[config.mk]
export PLATFORM = sky130hd
export DESIGN_NAME = dfrm_ram
export DESIGN_NICKNAME = d
export VERILOG_FILES = /design/src/sv/dfrm_ram.sv
export SDC_FILE = /design/constraint.sdc
export NUM_CORES = 2
export LEC_CHECK = 0
export BUFFER_PORTS_ARGS = -buffer_cell sky130_fd_sc_hd__buf_2
export CORE_MARGIN = 4
export CORE_UTILIZATION = 63
export DETAILED_ROUTE_END_ITERATION = 16
export PLACE_DENSITY = 0.79
export SETUP_SLACK_MARGIN = 0.1
export SLEW_MARGIN = 0
export SYNTH_ARGS = -nofsm -noshare
export SYNTH_HDL_FRONTEND = slang
export SYNTH_SLANG_ARGS = --single-unit
[constraint.sdc]
create_clock -name clk -period 7.7 [get_ports clk]
set_input_delay 0.77 -clock clk [delete_from_list [all_inputs] [get_ports clk]]
set_output_delay 0.77 -clock clk [all_outputs]
set_load 0.005 [all_outputs]
[src/sv/dfrm_ram.sv]
// ----------------------------------------------------------------------------
// dfrm_ram
// Generic single-write, single-read RAM with registered read data.
// ----------------------------------------------------------------------------
module dfrm_ram #(
  parameter int WIDTH = 64,
  parameter int DEPTH = 64,
  localparam int AW   = (DEPTH > 1) ? $clog2(DEPTH) : 1
) (
  input  logic             clk,
  input  logic             we,
  input  logic [AW-1:0]    waddr,
  input  logic [WIDTH-1:0] wdata,
  input  logic             re,
  input  logic [AW-1:0]    raddr,
  output logic [WIDTH-1:0] rdata
);

  logic [WIDTH-1:0] mem [DEPTH];

  // write port
  always_ff @(posedge clk) begin
    if (we) begin
      mem[waddr] <= wdata;
    end
  end

  // registered read port, old data on a same-address collision
  always_ff @(posedge clk) begin
    if (re) begin
      rdata <= mem[raddr];
    end
  end

endmodule

# Word level (Yosys, flattened, before mapping)
# Memory sizes are Yosys's and may differ from the RTL's. A register that Yosys moved wholly into a read port is not among the register bits.
# Cells that the tools add are included.
dict set report classes {
  n_addsub 0
  multipliers 0
  div 0
  magnitude_cmp 0
  eq_ne 0
  n_shift 0
  n_mux 2
  n_bitwise 0
  n_reduce_logical 0
}
# cell n
set op_table {}
lappend op_table {{two-way mux 1 bit} 2}
dict set report word_totals {
  regBits 0
  latchBits 0
  ram_bits 4096
  romBits 0
  in_bits 79
  word_cells 3
  memories 1
}
# name depth word_bits rd rd_clocked_by_memory_dff write_ports line_no
set memory_table {}
lappend memory_table {mem 64 64 1 1 1 19} ;# logic [WIDTH-1:0] mem [DEPTH];

# Longest topological paths before layout
dict set report logic_depth {
  word_depth 2
  mapped_depth 9
  depth_no_buf 5
}

# Worst setup path before layout
# OpenSTA, ideal clock, no wires.
dict set report synth_path {
  path_kind {in2reg}
  start {input waddr[3]}
  end {memory mem[48][0], enable pin}
  setup_ns 0.564
  t_arrival_ns 5.642
  path_slack_ns 1.494
  path_stages 4
  n_path_buf 1
  cell_sequence {clkbuf_1 nor2b_1 nand4b_1 nor3_1}
}
# item line_no
set synth_rtl {}
lappend synth_rtl {{start, declared} 12} ;# input logic [AW-1:0] waddr,
lappend synth_rtl {{end, declared} 19}
# No word-level cell before the write port.

==> results.rst <==
.. list-table::
   :header-rows: 1

   * - Metric
     - Value
   * - I/O Buffers
     - 142
   * - Start point of the worst min-delay path
     - re
   * - Worst-case clock skew
     - 0.07839 ns
   * - Worst voltage drop across the vdd grid
     - 0.2871 mV
   * - Highest cell delay on the worst timing path
     - a little under 0.8 ns
   * - Cell with the most instances after synthesis
     - edfxtp_1
   * - Sequential cell area fraction in the yosys report
     - 0.7957
   * - Final design instance area without fill
     - 174900 um^2
   * - Cell types with the highest counts after synthesis
     - 4160 x edfxtp_1, 1024 x mux4_2, 170 x buf_2
   * - Die extent in y
     - 507.2 um
   * - Post-Syn Nets
     - 6677
   * - Core utilization of the finished layout
     - 0.7086
   * - Overall routed net length
     - 463900 um
   * - Minimum clock period
     - ~3.8 ns
   * - Net count, final
     - 7032
   * - Count of warnings emitted by yosys
     - 0
   * - Crit path max fanout
     - 41
   * - H-tree depth
     - 5
   * - Antenna viol nets, final
     - 0
   * - Max-slew violation count
     - 0
   * - Slowest-stage cell, CP
     - and2_4
   * - Global placement routability congestion
     - 0.8689
   * - Drt drc
     - 0
   * - Overall track demand over capacity in global routing
     - 0.3660
   * - Post-DR vias/cell
     - 7.643
   * - Worst Path Required
     - about 8.5 ns
   * - Count of cells resized by post-cts repair
     - 0
   * - Count of cell types in the netlist
     - 32
   * - Layout cell share with drive strength beyond 1
     - 0.2763
   * - Endpoint type of the worst setup path
     - register
   * - Sinks on the clock net
     - 4160
   * - Number of top-level pins
     - approximately 140
   * - Critical path startpoint
     - raddr[3]
   * - Max capacitance violation total
     - 0
   * - First-pass GRT wire length
     - between 600000 and 700000 um
   * - Dpl hpwl
     - around 220000 um
   * - Area leader, netlist
     - edfxtp_1
   * - Number of endpoints with negative hold slack in the final report
     - 0
   * - EDFF count, synth
     - roughly 4200
   * - Fill cells
     - 12950
   * - PnR Total Power
     - 46830 uW
   * - Worst slew margin relative to its limit
     - 0.04824
   * - Full die area
     - 257200 um^2
   * - Top cells by area, synth
     - edfxtp_1 80%, mux4_2 15%, mux2i_1 0.86%
   * - Setup_tns
     - 0 ns
   * - Deepest clock path buffer count
     - 4
   * - Via count
     - 80840
   * - Status
     - finished, final reports clean
   * - Quantity of hold-fixing buffers added after cts
     - 0
   * - DRT iter0 DRCs
     - 15830
   * - Pin count of the biggest net entering global routing
     - 117
   * - Clock slew seen by the registers of the worst setup and hold paths
     - 0.06 ns
   * - Source of the worst register-to-register timing path
     - mem[9][46]
   * - Sum of overflow across all layers after global routing
     - 0
   * - Leakage power
     - ~0.054 uW
   * - Setup repair after global routing missed its margin
     - no
   * - Number of instances in the synthesized netlist
     - around 6600
   * - Number of setup violations in the final report
     - 0
   * - Detailed-router iteration count before antenna repair
     - 6
   * - Post-DP Area
     - 162400 um^2
   * - CP cell instances
     - buf_2, and2_4, buf_4, buf_4, a22oi_1, and3_1, a211oi_1
   * - Cts bufs inserted
     - 400
   * - Transition time of the tightest slew-check pin
     - ~1.4 ns
   * - # Post-CTS Setup Buffers
     - 0
   * - Floorplan Core Area
     - 246800 um^2
   * - Data arrival, critical path
     - 4.57 ns
   * - Final clock period utilization by the worst path
     - 0.4879
   * - Maximum achievable frequency
     - 266.2 MHz
   * - Count of placed standard cells including taps
     - between 9000 and 10000
   * - Number of standard cells in the layout, taps in and fillers out
     - roughly 11000
   * - Number of synthesized register bits
     - ~4200
   * - # rows
     - 182
   * - Initial standard-cell utilization of the core
     - 0.6360
   * - Vias in the first global route
     - a little over 80000
   * - Number of antenna violations at the first check in global routing
     - 27
   * - Power per standard cell area
     - 267.7 nW/um^2
   * - Cell area after synthesis
     - 157000 um^2
   * - Fraction of synthesis flops using an asynchronous set or reset pin
     - 0
   * - Most used cell along the critical path
     - buf_4
   * - Prevailing post-synth register cell
     - edfxtp_1
   * - Class of the tightest hold or removal check
     - in2reg
   * - Latest clock arrival within the worst-skew pair
     - 1.02 ns
   * - Category of the most critical setup path
     - in2reg
   * - Width of the chip
     - 507.2 um
   * - Clock tree from TritonCTS
     - built
   * - Layout overhead on the synthesized area
     - 11.41%
   * - Routed wire length per instance
     - between 40 and 50 um
   * - Fraction of post-synthesis cell area in the top cell type by area
     - 0.7957
   * - Average cell area after synthesis
     - 23.79 um^2
   * - CTS Root Cell
     - clkbuf_16
   * - Critical path launch point type
     - primary input
worst paths after layout:
check / end / slack [ns] / depth (start not counted)
setup / recovery: rdata[57] / 3.94 / 7
hold / removal: rdata[15] / 0.36 / 1
setup reg to reg: rdata[46] / 5.19 / 5
hold reg to reg: rdata[62] / 0.94 / 4
final cells by class:
| class | instances | area [um^2] | area share |
|---|---|---|---|
| Multi-Input combinational cell | 2049 | 30780 | 0.1760 |
| Tap cell | 3312 | 4144 | 0.02369 |
| Antenna cell | 16 | 40.04 | 0.0002289 |
| Sequential cell | 4160 | 124900 | 0.7142 |
| Timing Repair Buffer | 323 | 2445 | 0.01398 |
| Clock inverter | 228 | 2150 | 0.01229 |
| Inverter | 19 | 71.32 | 0.0004077 |
| Clock buffer | 471 | 10360 | 0.05924 |
metal layers:
metal / global-route usage / routed length [um] / vias up
met5: 0.001667 / 277 / -
met4: 0.2274 / 35320 / 28
met3: 0.1104 / 71620 / 1773
met2: 0.5533 / 216900 / 8419
met1: 0.4747 / 139700 / 41410
li1: - / - / 29210
where the power goes:
| group | internal (uW) | leakage (uW) | switching [uW] |
|---|---|---|---|
| combinational | 763 | 0.0108 | 1450 |
| clock | 10900 | 0.00610 | 8490 |
| sequential | 25100 | 0.0375 | 108 |
sequential cells by signal, indices dropped and copies added, names as in the netlist:
signal	cells
rdata	64
mem	4096
cell usage in the layout (no fill, tap or decap), drive strengths merged, types with 3 or more instances in the layout:
master,n
nor2b,28
and2,3
bufinv,39
a41oi,26
or3,29
buf,323
a22o,88
clkinv,161
o22ai,83
nand2b,11
a31oi,18
mux4,1024
clkbuf,471
a22oi,168
a2bb2oi,19
inv,26
and3,64
o221ai,38
nand2,58
edfxtp,4160
diode,16
mux2i,135
a211oi,63
nand3,45
or2,28
clkinvlp,21
nor2,112
metrics by stage:
step	worst slack, ns	hold slack [ns]
6_report	3.943	0.3590
5_1_grt	4.057	0.3113
4_1_cts	4.286	0.2806
3_5_place_dp	3.234	0.9071
3_3_place_gp	3.352	0.8989
2_1_floorplan	1.494	0.8648
kinds of logic after synthesis:
family | Yosys count | synth area share
DFF | 4160 | 0.7957
muxes | 1159 | 0.1555
AOI/OAI and AO/OA | 504 | 0.02467
buffers and inverters | 389 | 0.01176
and+or+nand+nor | 386 | 0.01235
critical path: cells and delay by family:
kind / cells / cell delay, ns
buf+inv: 3 / 2.17
simple gates: 2 / 1.06
compound gates: 2 / 0.45
No activity file was read; power rests on OpenSTA's default activity.
