$ cat src/sv/dfrm_pkg.sv
// ----------------------------------------------------------------------------
// dfrm_pkg
// Shared widths, status codes and the per-item command passed from the
// snapshot controller to the delta evaluation stage.
// ----------------------------------------------------------------------------
package dfrm_pkg;

  localparam int FREQ_W        = 24;
  localparam int TICK_W        = 64;
  localparam int MAX_STEPS_DEF = 64;

  // result status codes
  typedef enum logic [1:0] {
    STATUS_VALID     = 2'd0,
    STATUS_BASELINE  = 2'd1,
    STATUS_NO_CHANGE = 2'd2,
    STATUS_OVERFLOW  = 2'd3
  } status_t;

  // per-item command; on a last item, STATUS_VALID means the final code
  // still depends on the largest delta
  typedef struct packed {
    logic    in_range;
    logic    last;
    status_t status;
    logic    base_b;
  } cmd_t;

endpackage

$ cat src/sv/dfrm_ctrl.sv
// ----------------------------------------------------------------------------
// dfrm_ctrl
// Snapshot controller: entry index, overflow flag, bank roles and baseline
// bookkeeping, all settled at the cycle an item is accepted.
// ----------------------------------------------------------------------------
module dfrm_ctrl #(
  parameter int MAX_STEPS = dfrm_pkg::MAX_STEPS_DEF,
  localparam int AW       = (MAX_STEPS > 1) ? $clog2(MAX_STEPS) : 1,
  localparam int IW       = $clog2(MAX_STEPS + 1)
) (
  input  logic                clk,
  input  logic                rst,
  input  logic                accept,
  input  logic                last_entry,
  output dfrm_pkg::cmd_t      cmd,
  output logic                we_a,
  output logic                we_b,
  output logic                re,
  output logic [AW-1:0]       addr
);

  logic [IW-1:0] idx;
  logic [IW-1:0] idx_next;
  logic          ovf;
  logic          ovf_next;
  logic          bank_sel;
  logic          bank_sel_next;
  logic          have_base;
  logic          have_base_next;
  logic [IW-1:0] stored_count;
  logic [IW-1:0] stored_count_next;

  logic          in_range;
  logic [IW-1:0] count_after;
  logic          ovf_after;
  dfrm_pkg::status_t cls;

  // position of this item in the snapshot
  assign in_range    = (idx < IW'(MAX_STEPS));
  assign count_after = in_range ? idx + IW'(1) : idx;
  assign ovf_after   = ovf | ~in_range;

  // end-of-snapshot classification
  always_comb begin
    if (ovf_after) begin
      cls = dfrm_pkg::STATUS_OVERFLOW;
    end else if (!have_base || (stored_count != count_after)) begin
      cls = dfrm_pkg::STATUS_BASELINE;
    end else begin
      cls = dfrm_pkg::STATUS_VALID;
    end
  end

  assign cmd.in_range = in_range;
  assign cmd.last     = last_entry;
  assign cmd.status   = cls;
  assign cmd.base_b   = bank_sel;

  // bank 1 holds the baseline when bank_sel is set, so the other one fills
  assign addr = idx[AW-1:0];
  assign re   = accept & in_range;
  assign we_a = accept & in_range & bank_sel;
  assign we_b = accept & in_range & ~bank_sel;

  // next state
  always_comb begin
    idx_next          = idx;
    ovf_next          = ovf;
    bank_sel_next     = bank_sel;
    have_base_next    = have_base;
    stored_count_next = stored_count;
    if (accept) begin
      if (last_entry) begin
        idx_next = '0;
        ovf_next = 1'b0;
        if (cls != dfrm_pkg::STATUS_OVERFLOW) begin
          bank_sel_next = ~bank_sel;
        end
        if (cls == dfrm_pkg::STATUS_BASELINE) begin
          have_base_next    = 1'b1;
          stored_count_next = count_after;
        end
      end else begin
        idx_next = count_after;
        ovf_next = ovf_after;
      end
    end
  end

  always_ff @(posedge clk) begin
    if (rst) begin
      idx          <= '0;
      ovf          <= 1'b0;
      bank_sel     <= 1'b0;
      have_base    <= 1'b0;
      stored_count <= '0;
    end else begin
      idx          <= idx_next;
      ovf          <= ovf_next;
      bank_sel     <= bank_sel_next;
      have_base    <= have_base_next;
      stored_count <= stored_count_next;
    end
  end

  // index never passes the bank depth
  a_idx_bound: assert property (@(posedge clk) disable iff (rst)
    idx <= IW'(MAX_STEPS))
    else $error("entry index beyond bank depth");

  // a last item restarts the snapshot
  a_snap_restart: assert property (@(posedge clk) disable iff (rst)
    accept && last_entry |=> (idx == '0) && !ovf)
    else $error("snapshot state not cleared after last item");

  // no stored count without a baseline
  a_count_base: assert property (@(posedge clk) disable iff (rst)
    !have_base |-> (stored_count == '0))
    else $error("stored count set without baseline");

  // bank roles swap only at a last item
  a_swap_last: assert property (@(posedge clk) disable iff (rst)
    (bank_sel != $past(bank_sel)) |-> $past(accept && last_entry))
    else $error("bank swap outside snapshot end");

endmodule

$ cat config.mk
export PLATFORM = sky130hd
export DESIGN_NAME = dfrm_ctrl
export DESIGN_NICKNAME = d
export VERILOG_FILES = /design/src/sv/dfrm_pkg.sv /design/src/sv/dfrm_ctrl.sv
export SDC_FILE = /design/constraint.sdc
export NUM_CORES = 1
export LEC_CHECK = 0
export ABC_AREA = 1
export BUFFER_PORTS_ARGS = -buffer_cell sky130_fd_sc_hd__buf_2
export CORE_MARGIN = 4
export CORE_UTILIZATION = 55
export DETAILED_ROUTE_END_ITERATION = 16
export PLACE_DENSITY_LB_ADDON = 0.25
export SYNTH_ARGS = -nofsm -noshare
export SYNTH_HDL_FRONTEND = slang
export SYNTH_SLANG_ARGS = --single-unit
$ cat constraint.sdc
create_clock -name clk -period 2.2 [get_ports clk]
set_input_delay 0.11 -clock clk [delete_from_list [all_inputs] [get_ports clk]]
set_output_delay 0.11 -clock clk [all_outputs]
set_load 0.05 [all_outputs]
== Word-level counts from Yosys, hierarchy flattened ==
Cells that the tools add are included.
Word-level totals
  memories kept: 0
  bits in read-only memories: 0
  latch bits: 0
  register bits after elaboration: 17
  logic and storage cells: 25
  bits in writable memories: 0
Cells by class
  $add $sub $neg: 1
  multiply operators: 0
  muxes and demuxes: 5
  divide/modulo/power cells: 0
  shift operators: 0
  bitwise logic cells: 6
  order comparisons: 1
  reductions and logical operators: 4
  eq/ne operators: 3
Operators by type and width (count)
  2-to-1 mux 7 bit: 2
  adder 7 x 1 -> 7 bit, second input constant: 1
  < comparator 7 bit, second input constant: 1
  != test 7 bit: 1
  AND reduction 3 bit: 2
  AND 1 bit: 3
  == test 2 x 1 -> 1 bit, second input constant: 1
  2-to-1 mux 1 bit: 2
  2-to-1 mux 2 bit: 1
  != test 2 bit, second input constant: 1
  NOT 1 bit: 2
  zero test 1 bit: 1
  logical OR 1 bit: 1
  OR 1 bit: 1

== Longest topological paths before layout ==
  depth after elaboration: 8
  depth in mapped cells: 14
  mapped depth without buffers: 14

== Worst setup path before layout ==
Ideal clock, no wire load.
  path type: register -> output
  start: reg idx[0]
  end: out cmd[1] (netlist bit)
  stages on the path, launching flop included: 11
  path buffers: 0
  arrival time: 1.637 ns
  required time: 2.090 ns
  path slack: 0.453 ns
  cell sequence: dfxtp_1 -> ha_1 -> nand2_2 -> nor2_4 -> nand2_1 -> nand2_2 -> nand2_2 -> nand2_1 -> nand2_2 -> nor2_4 -> nand3_1
RTL lines
  start, declared: RTL line dfrm_ctrl.sv:22  | logic [IW-1:0] idx;
  start signal, assigned: RTL line dfrm_ctrl.sv:98  | idx <= idx_next;
  end, declared: RTL line dfrm_ctrl.sv:15  | output dfrm_pkg::cmd_t cmd,

==> metrics.md <==
| Metric | Value |
|---|---|
| Wire length per cell | `11.9 µm` |
| Fin crit share | `0.899` |
| First-pass iteration count of the detailed router | `4` |
| Clk sinks | `17` |
| Placed Cells | `207` |
| CP startpoint | `idx[0]` |
| Async set-reset flop share out of synthesis | `0` |
| Area Overhead vs Synth | `4.89%` |
| Post-synthesis sequential area ratio | `0.289` |
| Drt drc | `0` |
| IO Count | `18` |
| Syn_nets | `181` |
| Reg clk slew, reported paths | `0.09 ns` |
| Vias | `1050` |
| Root buf cell | `clkbuf_4` |
| Slowest cell delay on critical path | `0.41 ns` |
| H-tree levels | `1` |
| Worst hold path class | `primary input to flip-flop` |
| Total CTS buffers | `3` |
| Mapped Area | `roughly 1200 µm²` |
| Crit path top cell by count | `nand2_2` |
| Post-Syn Instances | `approximately 180` |
| Maximum resistive drop on vdd | `0.000398 V` |
| Area of placed instances | `1200 µm²` |
| Port bufs | `17` |
| MaxCap Viol Count | `0` |
| Worst setup endpoint | `cmd[1]` |
| Pins Over Slew Limit | `0` |
| Buffer levels on the longest clock path | `2` |
| Clk_lat worst skew | `0.28 ns` |
| Area share of the largest cell type after synthesis | `0.289` |
| Clk_skew | `0.00573 ns` |
| Worst hold path depth | `2` |
| Area leader, netlist | `dfxtp_1` |
| DR vias/cell | `4.98` |
| Startpoint types | `flip-flop` |
| GRT busiest layer | `met2` |
| Final non-filler cell total | `around 210` |
| CP cell instances | `ha_2 > nand2_2 > nor2_4 > nand2_1 > nand2_2 > nand2_2 > nand2_1 > nand2_2 > nor2_4 > nand3_1 > buf_2` |
| Initial antenna violation count | `0` |
| Final setup viols | `0` |
| Die Ht | `approximately 54 µm` |
| Vias in the first global route | `964` |
| Top-count cell post-synth | `nand2_1` |
| Pwr per Cell Area | `about 500 nW/µm²` |
| Req. time, crit path | `2.09 ns` |
| TritonCTS clock tree | `built` |
| Final hold violation count | `0` |
| Core Area | `2000 µm²` |
| Post-synth cell types | `22` |
| Critical Path Fanout Max | `5` |
| Critical-path top delay cell | `dfxtp_2` |
| Routability cong. | `0.878` |
| Final WL | `2520 µm` |
| Synth Flop Type | `dfxtp_1` |
| First-pass GRT wire length | `4210 µm` |
| Antenna Cells | `0` |
| Top post-synthesis cells by count | `nand2_1, inv_1, dfxtp_1, nand3_1` |
| Tightest Pin Transition | `0.533 ns` |
| Overflow after GRT | `0` |
| Reg2reg end | `stored_count[1]` |
| Die W | `54.3 µm` |
| Worst Reg2Reg Path Length in Cells | `14` |
| Outcome | `finished, final reports clean` |
| Finished Core Util | `0.617` |
| Largest net degree at the start of global routing | `12` |
| Critical path capture point type | `output pin` |
| Global-route met2 utilization | `0.321` |
| Fin nets | `190` |
| Grt met1 use | `0.262` |
| Final setup TNS | `0 ns` |
| Design area | `around 1200 µm²` |
| Avg Inst Size Synth | `roughly 6.7 µm²` |
| GRT Overall Usage | `0.199` |
| Highest clock rate | `505 MHz` |
| Max-slew headroom | `0.643` |
| ANT nets after route | `0` |
| Share of cells above drive strength 1 | `0.315` |
| Site Rows | `16` |
| R2r startpoint | `idx[0]` |
| YS warnings | `0` |
| Post-synth EDFFs | `0` |
| RSZ-0062 raised after global routing | `no` |
| Initial DRC Count | `31` |
| Pleak | `0.582 nW` |
| Final period demand of the worst path | `1.98 ns` |
| Post-CTS Setup Inserts | `0` |
| Die area | `just under 3000 µm²` |
| DP Wirelength | `around 2000 µm` |
| Dominant cells by area after synthesis | `dfxtp_1, nand2_1, nand2_2` |
| Met3 usage | `0.0354` |
| Crit path kind | `flip-flop to output pin` |
| Starting density of the core | `0.588` |
| Flop-to-flop setup slack | `0.48 ns` |
| Synthesis-stage register bit count | `17` |
| WP data arrival | `1.87 ns` |
## worst min-delay path by stage
stage | slack [ns] | start | to
after detailed placement | 0.42 | accept | ovf
after global placement | 0.37 | accept | ovf
after floorplan | 0.25 | accept | ovf
after CTS | 0.12 | accept | ovf
after global routing | 0.13 | rst | idx[0]
final | 0.11 | rst | idx[0]
## layer usage
metal  vias up  wire, µm
met1       464      1130
li1        552         -
met3         4       170
met2        30      1190
met4         0        29
met5         -         0
## kinds of logic after synthesis
logic type	count (synthesis)	synth area share
compound gates	13	0.0574
fa+ha+maj	1	0.0106
flops	17	0.289
simple gates	110	0.487
buf+inv	35	0.156
## worst max-delay path: cells and delay by family (launching register included)
family,cells,cell delay [ns]
and+or+nand+nor,9,0.72
DFF,1,0.41
adders and majority gates,1,0.22
buffers and inverters,1,0.22
## per-stage QoR
step | hold WS (ns) | total power [mW] | setup WS, ns
6_report | 0.115 | 0.617 | 0.221
5_1_grt | 0.127 | 0.655 | 0.0111
3_5_place_dp | 0.416 | 0.459 | 0.387
2_1_floorplan | 0.248 | 0.438 | 0.453
3_3_place_gp | 0.372 | 0.457 | 0.413
4_1_cts | 0.116 | 0.621 | 0.0949
## registers in the layout (all words and copies together), names as in the netlist
name / cells
ovf: 1
bank_sel: 1
have_base: 1
stored_count: 7
idx: 7
## cell usage in the layout (no fill, tap or decap)
cell type  instances
a211oi_1           1
a21oi_1           11
buf_2             17
clkbuf_1           1
clkbuf_4           3
dfxtp_1           14
dfxtp_2            3
ha_2               1
inv_1             18
inv_2              3
inv_8              1
nand2_1           47
nand2_2           13
nand2_4            3
nand3_1           16
nand3_2            3
nand3b_1           2
nor2_1            13
nor2_2             7
nor2_4             3
nor2_8             1
nor3_1             2
o21ai_0            1
## power breakdown
group / internal, mW / switching [mW]
registers: 0.320 / 0.00980
logic: 0.0355 / 0.0863
clock network: 0.0703 / 0.0949
total: 0.426 / 0.191
## cell type report
type	instances	area, µm²
flip-flops and latches	17	344
multi-input cells	124	656
fillers	210	767
clock buffers	4	26.3
well taps	27	33.8
inverters	22	90.1
repair buffers	17	85.1
## timing repair
action / in CTS / in global routing
hold buffers: 0 / 0
setup endpoints to repair: 0 / 1
resized for setup: 0 / 4
Note: power is estimated with default switching activity, not from simulation.
