[src/sv/dfrm_pkg.sv]
// ----------------------------------------------------------------------------
// dfrm_pkg
// Shared widths, status codes and the per-item command passed from the
// snapshot controller to the delta evaluation stage.
// ----------------------------------------------------------------------------
package dfrm_pkg;

  localparam int FREQ_W        = 24;
  localparam int TICK_W        = 64;
  localparam int MAX_STEPS_DEF = 64;

  // result status codes
  typedef enum logic [1:0] {
    STATUS_VALID     = 2'd0,
    STATUS_BASELINE  = 2'd1,
    STATUS_NO_CHANGE = 2'd2,
    STATUS_OVERFLOW  = 2'd3
  } status_t;

  // per-item command; on a last item, STATUS_VALID means the final code
  // still depends on the largest delta
  typedef struct packed {
    logic    in_range;
    logic    last;
    status_t status;
    logic    base_b;
  } cmd_t;

endpackage

[src/sv/dfrm_eval.sv]
// ----------------------------------------------------------------------------
// dfrm_eval
// Delta stage: forms the tick delta against the baseline, tracks the first
// largest delta and registers the result of each snapshot.
// ----------------------------------------------------------------------------
module dfrm_eval (
  input  logic                           clk,
  input  logic                           rst,
  input  logic                           in_valid,
  output logic                           in_ready,
  input  dfrm_pkg::cmd_t                 cmd,
  input  logic [dfrm_pkg::FREQ_W-1:0]    entry_freq,
  input  logic [dfrm_pkg::TICK_W-1:0]    residency_ticks,
  input  logic [dfrm_pkg::TICK_W-1:0]    prev_a,
  input  logic [dfrm_pkg::TICK_W-1:0]    prev_b,
  output logic                           out_valid,
  input  logic                           out_ready,
  output dfrm_pkg::status_t              status,
  output logic [dfrm_pkg::FREQ_W-1:0]    dominant_freq
);

  logic                          s1_valid;
  dfrm_pkg::cmd_t                s1_cmd;
  logic [dfrm_pkg::FREQ_W-1:0]   s1_freq;
  logic [dfrm_pkg::TICK_W-1:0]   s1_ticks;
  logic [dfrm_pkg::TICK_W-1:0]   top_delta;
  logic [dfrm_pkg::FREQ_W-1:0]   best_freq;

  logic [dfrm_pkg::TICK_W-1:0]   prev;
  logic [dfrm_pkg::TICK_W-1:0]   delta;
  logic                          take;
  logic [dfrm_pkg::TICK_W-1:0]   top_delta_next;
  logic [dfrm_pkg::FREQ_W-1:0]   best_freq_next;
  logic                          s1_fire;
  logic                          accept;
  dfrm_pkg::status_t             res_status;
  logic [dfrm_pkg::FREQ_W-1:0]   res_freq;

  // delta against baseline, clamped at zero when the counter went back
  assign prev  = s1_cmd.base_b ? prev_b : prev_a;
  assign delta = (prev <= s1_ticks) ? (s1_ticks - prev) : '0;

  // first maximum wins, so only a strictly larger delta replaces it
  assign take           = s1_cmd.in_range & (delta > top_delta);
  assign top_delta_next = take ? delta : top_delta;
  assign best_freq_next = take ? s1_freq : best_freq;

  // final status and frequency
  always_comb begin
    res_status = s1_cmd.status;
    if (s1_cmd.status == dfrm_pkg::STATUS_VALID && top_delta_next == '0) begin
      res_status = dfrm_pkg::STATUS_NO_CHANGE;
    end
    res_freq = (res_status == dfrm_pkg::STATUS_VALID) ? best_freq_next : '0;
  end

  // stage advance: only a last item needs room in the result register
  assign s1_fire  = s1_valid & (~s1_cmd.last | ~out_valid | out_ready);
  assign in_ready = ~s1_valid | s1_fire;
  assign accept   = in_valid & in_ready;

  // control and tracked maximum
  always_ff @(posedge clk) begin
    if (rst) begin
      s1_valid  <= 1'b0;
      out_valid <= 1'b0;
      top_delta <= '0;
      best_freq <= '0;
    end else begin
      if (in_ready) begin
        s1_valid <= in_valid;
      end
      if (s1_fire && s1_cmd.last) begin
        out_valid <= 1'b1;
      end else if (out_ready) begin
        out_valid <= 1'b0;
      end
      if (s1_fire) begin
        if (s1_cmd.last) begin
          top_delta <= '0;
          best_freq <= '0;
        end else begin
          top_delta <= top_delta_next;
          best_freq <= best_freq_next;
        end
      end
    end
  end

  // payload registers
  always_ff @(posedge clk) begin
    if (accept) begin
      s1_cmd   <= cmd;
      s1_freq  <= entry_freq;
      s1_ticks <= residency_ticks;
    end
    if (s1_fire && s1_cmd.last) begin
      status        <= res_status;
      dominant_freq <= res_freq;
    end
  end

  // frequency is reported only with a valid status
  a_freq_zero: assert property (@(posedge clk) disable iff (rst)
    out_valid && (status != dfrm_pkg::STATUS_VALID) |-> (dominant_freq == '0))
    else $error("frequency set with non-valid status");

  // tracker cleared after each snapshot
  a_best_clear: assert property (@(posedge clk) disable iff (rst)
    s1_fire && s1_cmd.last |=> (top_delta == '0) && (best_freq == '0))
    else $error("top delta not cleared at snapshot end");

  // a waiting result holds still until taken
  a_out_hold: assert property (@(posedge clk) disable iff (rst)
    out_valid && !out_ready |=> out_valid && $stable(status) && $stable(dominant_freq))
    else $error("result changed while waiting");

endmodule

[config.mk]
export PLATFORM = sky130hd
export DESIGN_NAME = dfrm_eval
export DESIGN_NICKNAME = d
export VERILOG_FILES = /design/src/sv/dfrm_pkg.sv /design/src/sv/dfrm_eval.sv
export SDC_FILE = /design/constraint.sdc
export NUM_CORES = 1
export LEC_CHECK = 0
export ABC_CLOCK_PERIOD_IN_PS = 27200
export BUFFER_PORTS_ARGS = -buffer_cell sky130_fd_sc_hd__buf_2
export CORE_MARGIN = 3
export CORE_UTILIZATION = 45
export DETAILED_ROUTE_END_ITERATION = 8
export PLACE_DENSITY_LB_ADDON = 0.1
export SETUP_SLACK_MARGIN = 0.05
export SLEW_MARGIN = 0
export SYNTH_ARGS = -nofsm -noshare
export SYNTH_HDL_FRONTEND = slang
export SYNTH_SLANG_ARGS = --single-unit
[constraint.sdc]
create_clock -name clk -period 27.2 [get_ports clk]
set_input_delay 8.16 -clock clk [delete_from_list [all_inputs] [get_ports clk]]
set_output_delay 8.16 -clock clk [all_outputs]
set_load 0.01 [all_outputs]
==> Word-level counts from Yosys, hierarchy flattened <==
Cells that the tools add are included.
{ "op_classes": {"n_addsub": 1, "order_cmp": 2, "mux": 9, "n_bitwise": 9, "n_reduce_logical": 6} }
{ "op_table": {"columns": ["cell", "count"], "rows": [
  ["64-bit two-way mux", 4],
  ["64-bit greater-than comparator", 1],
  ["64-bit <= comparator", 1],
  ["64-bit zero test", 1],
  ["64-bit subtractor", 1],
  ["24-bit two-way mux", 2],
  ["2-bit zero test", 2],
  ["1-bit bitwise AND", 3],
  ["1-bit inverter", 3],
  ["1-bit OR", 3],
  ["1-bit logical AND", 2],
  ["1-bit two-way mux", 2],
  ["2-bit two-way mux", 1],
  ["2-bit nonzero test", 1]
]} }
{ "word_totals": {"register_bits": 209, "in_bits": 225, "out_inout_bits": 28, "word_cells": 39} }

==> Depth between registers and ports, before layout <==
{ "depth": {"depth_word": 10, "ltp_mapped": 31, "mapped_depth_nobuf": 25} }

==> Least setup slack after synthesis <==
Ideal clock, no wire load.
{ "synth_path": {"path_kind": "input -> output", "from": "input out_ready", "to": "output in_ready", "arrival_ns": 8.512, "required_time_ns": 19.040, "slack_ns": 10.528, "stages": 2, "path_buffers": 0, "cell_sequence": "nor2b_1 -> nand3_1"} }
{ "synth_via": {"elab_chain_len": 3} }
{ "synth_rtl": {"columns": ["item", "line", "text"], "rows": [
  ["start, declared", "dfrm_eval.sv:17", "input logic out_ready,"],
  ["1-bit OR", "dfrm_eval.sv:58", "assign s1_fire = s1_valid & (~s1_cmd.last | ~out_valid | out_ready);"],
  ["1-bit bitwise AND", "dfrm_eval.sv:58", null],
  ["1-bit OR", "dfrm_eval.sv:59", "assign in_ready = ~s1_valid | s1_fire;"],
  ["end, declared", "dfrm_eval.sv:10", "output logic in_ready,"]
]} }
No other way between the ends.

==> Final worst setup path <==
Ends and elaborated chain as after synthesis.

==> metrics.csv <==
stage;metric;value;unit
synth;synth_area;15500;um^2
setup_path;crit_path_max_incr_delay;0.31;ns
setup_path;cp.required;19.04;ns
global_routing;grt_pass1_wl;77500;um
clocking;tritoncts;yes;
synth;yosys_most_used_dff;edfxtp_1;
die;coreArea;33800;um^2
timing;fmax;58.7;MHz
timing;tightestPinTransition;1.09;ns
setup_path;critPathArrivalTime;8.88;ns
layout;syn2layout_area_growth;14.9;%
power_and_ir_drop;p_leak;7.16;nW
die;die_h;192;um
die;fp.dieArea;36800;um^2
clocking;clk_root_buffer_cell;clkbuf_16;
setup_path;path_cells;buf_2 -> nor2b_1 -> nand3_1 -> buf_2;
timing;relSlewSlack;0.268;
clocking;numCtsBuffers;25;
route;routed_wl;50600;um
clocking;cts_max_level;1;
clocking;cts.hold.buffers_added;0;
die;num_io_pins;253;
synth;synth_largest_area_cell;edfxtp_1;
clocking;cts_buffer_depth;3;
synth;netlist.area_leader.share;0.230;
place;gp_congestion;0.977;
power_and_ir_drop;vdd_drop_max;0.0460;mV
global_routing;grt_pass1_vias;14200;
layout;layout-drive-gt1-share;0.163;
timing;slew_violations;0;
route;wl_per_cell;20.4;um
global_routing;grt-ovfl-total;0;
synth;ys_warn_count;0;
layout;final_nets;2364;
timing;hold_viol;0;
clocking;post_cts_buffers;0;
clocking;cts_sinks;209;
synth;synth-seq-cells;209;
timing;rsz0062_at_grt;false;
global_routing;grt_usage;0.266;
synth;synth_area_leaders;edfxtp_1 (23%), dfxtp_1 (12%), ha_1 (10%), mux2i_1 (6.2%), nor2_1 (6.0%);
setup_path;path_class;primary input to output pin;
global_routing;antenna_found_initial;0;
die;start_util;0.460;
synth;synth_cells;1826;
setup_path;cp-end-kind;output pin;
route;drtPass1Iterations;6;
setup_path;worstPathMaxFanout;4;
setup_path;cp_top_family;simple AND/OR/NAND/NOR gates;
timing;skew;0.0249;ns
synth;ys_types;79;
run_status;status;finished, final reports clean;
global_routing;grt_max_degree;91;
timing;setup-violations-final;0;
flow_run;maxCapViolCount;0;
synth;async_flop_share;0;
clocking;insertion_delay;0.57;ns
setup_path;crit_path_start_kind;primary input;
timing;fin_crit;17.04;ns
synth;yosysSeqAreaShare;0.346;
setup_path;crit_slowest_cell;nor2b_1;
die;num_rows;67;
clocking;clk_pin_slew;0.06;ns
synth;synth_nets;2180;
timing;fin_setup_tns;0;ns
place;port_buffers;252;
place;dpl.hpwl;38700;um
power_and_ir_drop;power_density;59.4;nW/um^2
setup_path;crit_top_cell;buf_2;
power_and_ir_drop;finalPower;1.06;mW
route;num_vias;14900;
layout;nFillCells;3263;
hold_path;hp-class;flip-flop to flip-flop;
die;die_w;192;um
route;viasPerCell;6.01;
layout;diodes;0;
route;drt-initial-drc-count;1141;
clocking;cts_resized;0;
setup_path;crit_buf_inv;2;
route;drc;0;
synth;syn_area_per_cell;8.50;um^2
route;ant_nets;0;
timing;fin_crit_sh;0.627;
synth;synth-edff-count;119;
## worst register-to-register path, cell delays in order (launching register included)
cell and delay (ns):
edfxtp_1 0.77, buf_4 0.76, mux2i_1 0.24, ha_1 0.47, nand4_1 0.49, nor4_1 0.90
nand2_1 0.13, a21oi_1 0.17, a311oi_1 0.08, o31a_2 0.36, buf_4 0.35, nor3_1 0.59
ha_1 0.24, nand4_1 0.11, nor4_1 0.48, nand4_1 0.25, nor2_1 0.16, a2111oi_0 0.18
a21oi_4 0.19, buf_4 0.50, and3b_1 0.30, buf_4 0.37, nor2b_2 0.95, nand2b_1 0.16
a21oi_1 0.19
## sequential cells by signal, summed over array words and instances (netlist names)
signal / cells
best_freq: 24
dominant_freq: 24
out_valid: 1
s1_cmd: 5
s1_freq: 24
s1_ticks: 64
s1_valid: 1
status: 2
top_delta: 64
## cells by family (layout without fill, tap and decap cells)
group,Yosys count,count (layout),share of synthesized area
AOI/OAI and AO/OA,512,512,0.215
xor gates and xnor gates,32,32,0.0181
adders and majority gates,129,129,0.104
buffers and inverters,190,393,0.0493
DFF,209,209,0.346
muxes,97,97,0.0626
and+or+nand+nor,657,657,0.204
## stage by stage
stage	hold WS [ns]	utilization	worst slack, ns	instance area [um^2]	instances
floorplan	0.445	-	10.53	15500	1826
global placement	0.463	0.504	10.19	17000	2431
detailed placement	0.475	0.504	10.17	17000	2431
CTS	0.488	0.528	10.16	17800	2477
global route	0.521	0.528	10.12	17800	2477
finish	0.490	0.528	10.16	17800	2477
## metal layers
layer | vias up | part of all wire | GRT usage
met5 | - | 0 | 0
met1 | 7113 | 0.45 | 0.372
li1 | 7205 | - | -
met3 | 78 | 0.062 | 0.0372
met2 | 490 | 0.46 | 0.432
met4 | 0 | 0.029 | 0.0717
## cell usage after synthesis, types with 11 or more instances
cell type    n
a21oi_1    166
xor2_1      15
nand4_1     65
clkbuf_1    76
a211oi_1    17
and4_1      12
a21o_1      25
inv_1       80
mux2i_1     96
and2_1      11
or3_1       13
o211ai_1    14
nor2_1     247
nand3_1     35
nor2b_1     31
a31oi_1     15
edfxtp_1   119
nand2_1    126
ha_1       128
nor4_1      30
a22oi_1     52
o21a_1      19
nor3_1      37
o21ai_0     81
a2111oi_0   18
dfxtp_1     90
xnor2_1     17
nand2b_1    12
buf_2       21
## worst paths after layout
path	from	end	slack, ns	cells past startpoint
min reg2reg	top_delta[63]$_SDFFE_PP0P_	top_delta[63]$_SDFFE_PP0P_	0.49	2
max	out_ready	in_ready	10.16	4
max reg2reg	s1_cmd[0]$_DFFE_PP_	top_delta[48]$_SDFFE_PP0P_	17.72	24
min	top_delta[63]$_SDFFE_PP0P_	top_delta[63]$_SDFFE_PP0P_	0.49	2
## power breakdown
| group | switching, mW | leakage (nW) | internal [mW] |
|---|---|---|---|
| logic | 0.244 | 4.86 | 0.133 |
| clock network | 0.139 | 0.388 | 0.190 |
| registers | 0.00617 | 1.91 | 0.347 |
| total | 0.389 | 7.16 | 0.670 |
## placed cells by master, fill, tap and decap left out, types with 6 or more instances in the layout
master,instances
buf_2,252
nor2_1,247
a21oi_1,165
ha_1,128
nand2_1,126
edfxtp_1,119
mux2i_1,96
dfxtp_1,90
o21ai_0,81
inv_1,80
nand4_1,65
a22oi_1,52
nor3_1,37
nand3_1,35
nor2b_1,30
nor4_1,29
a21o_1,25
clkbuf_16,25
o21a_1,19
a2111oi_0,18
a211oi_1,17
xnor2_1,17
xor2_1,15
buf_4,15
a31oi_1,14
o211ai_1,14
or3_1,13
and4_1,12
nand2b_1,11
and2_1,11
and3_1,10
o31ai_1,10
o21ai_1,9
a2111oi_1,9
or2_2,8
a221oi_1,8
o21bai_1,7
a21boi_0,6
clkbuf_1,6
## area by class of cell
class | count | area, um^2 | area share
multi-input combinational | 1427 | 9420 | 0.528
timing repair buffer | 267 | 1370 | 0.0770
inverter | 80 | 300 | 0.0168
sequential | 209 | 5380 | 0.301
tap | 448 | 561 | 0.0314
clock inverter | 11 | 96.3 | 0.00540
clock buffer | 35 | 703 | 0.0394
Note: power is estimated with default switching activity, not from simulation.
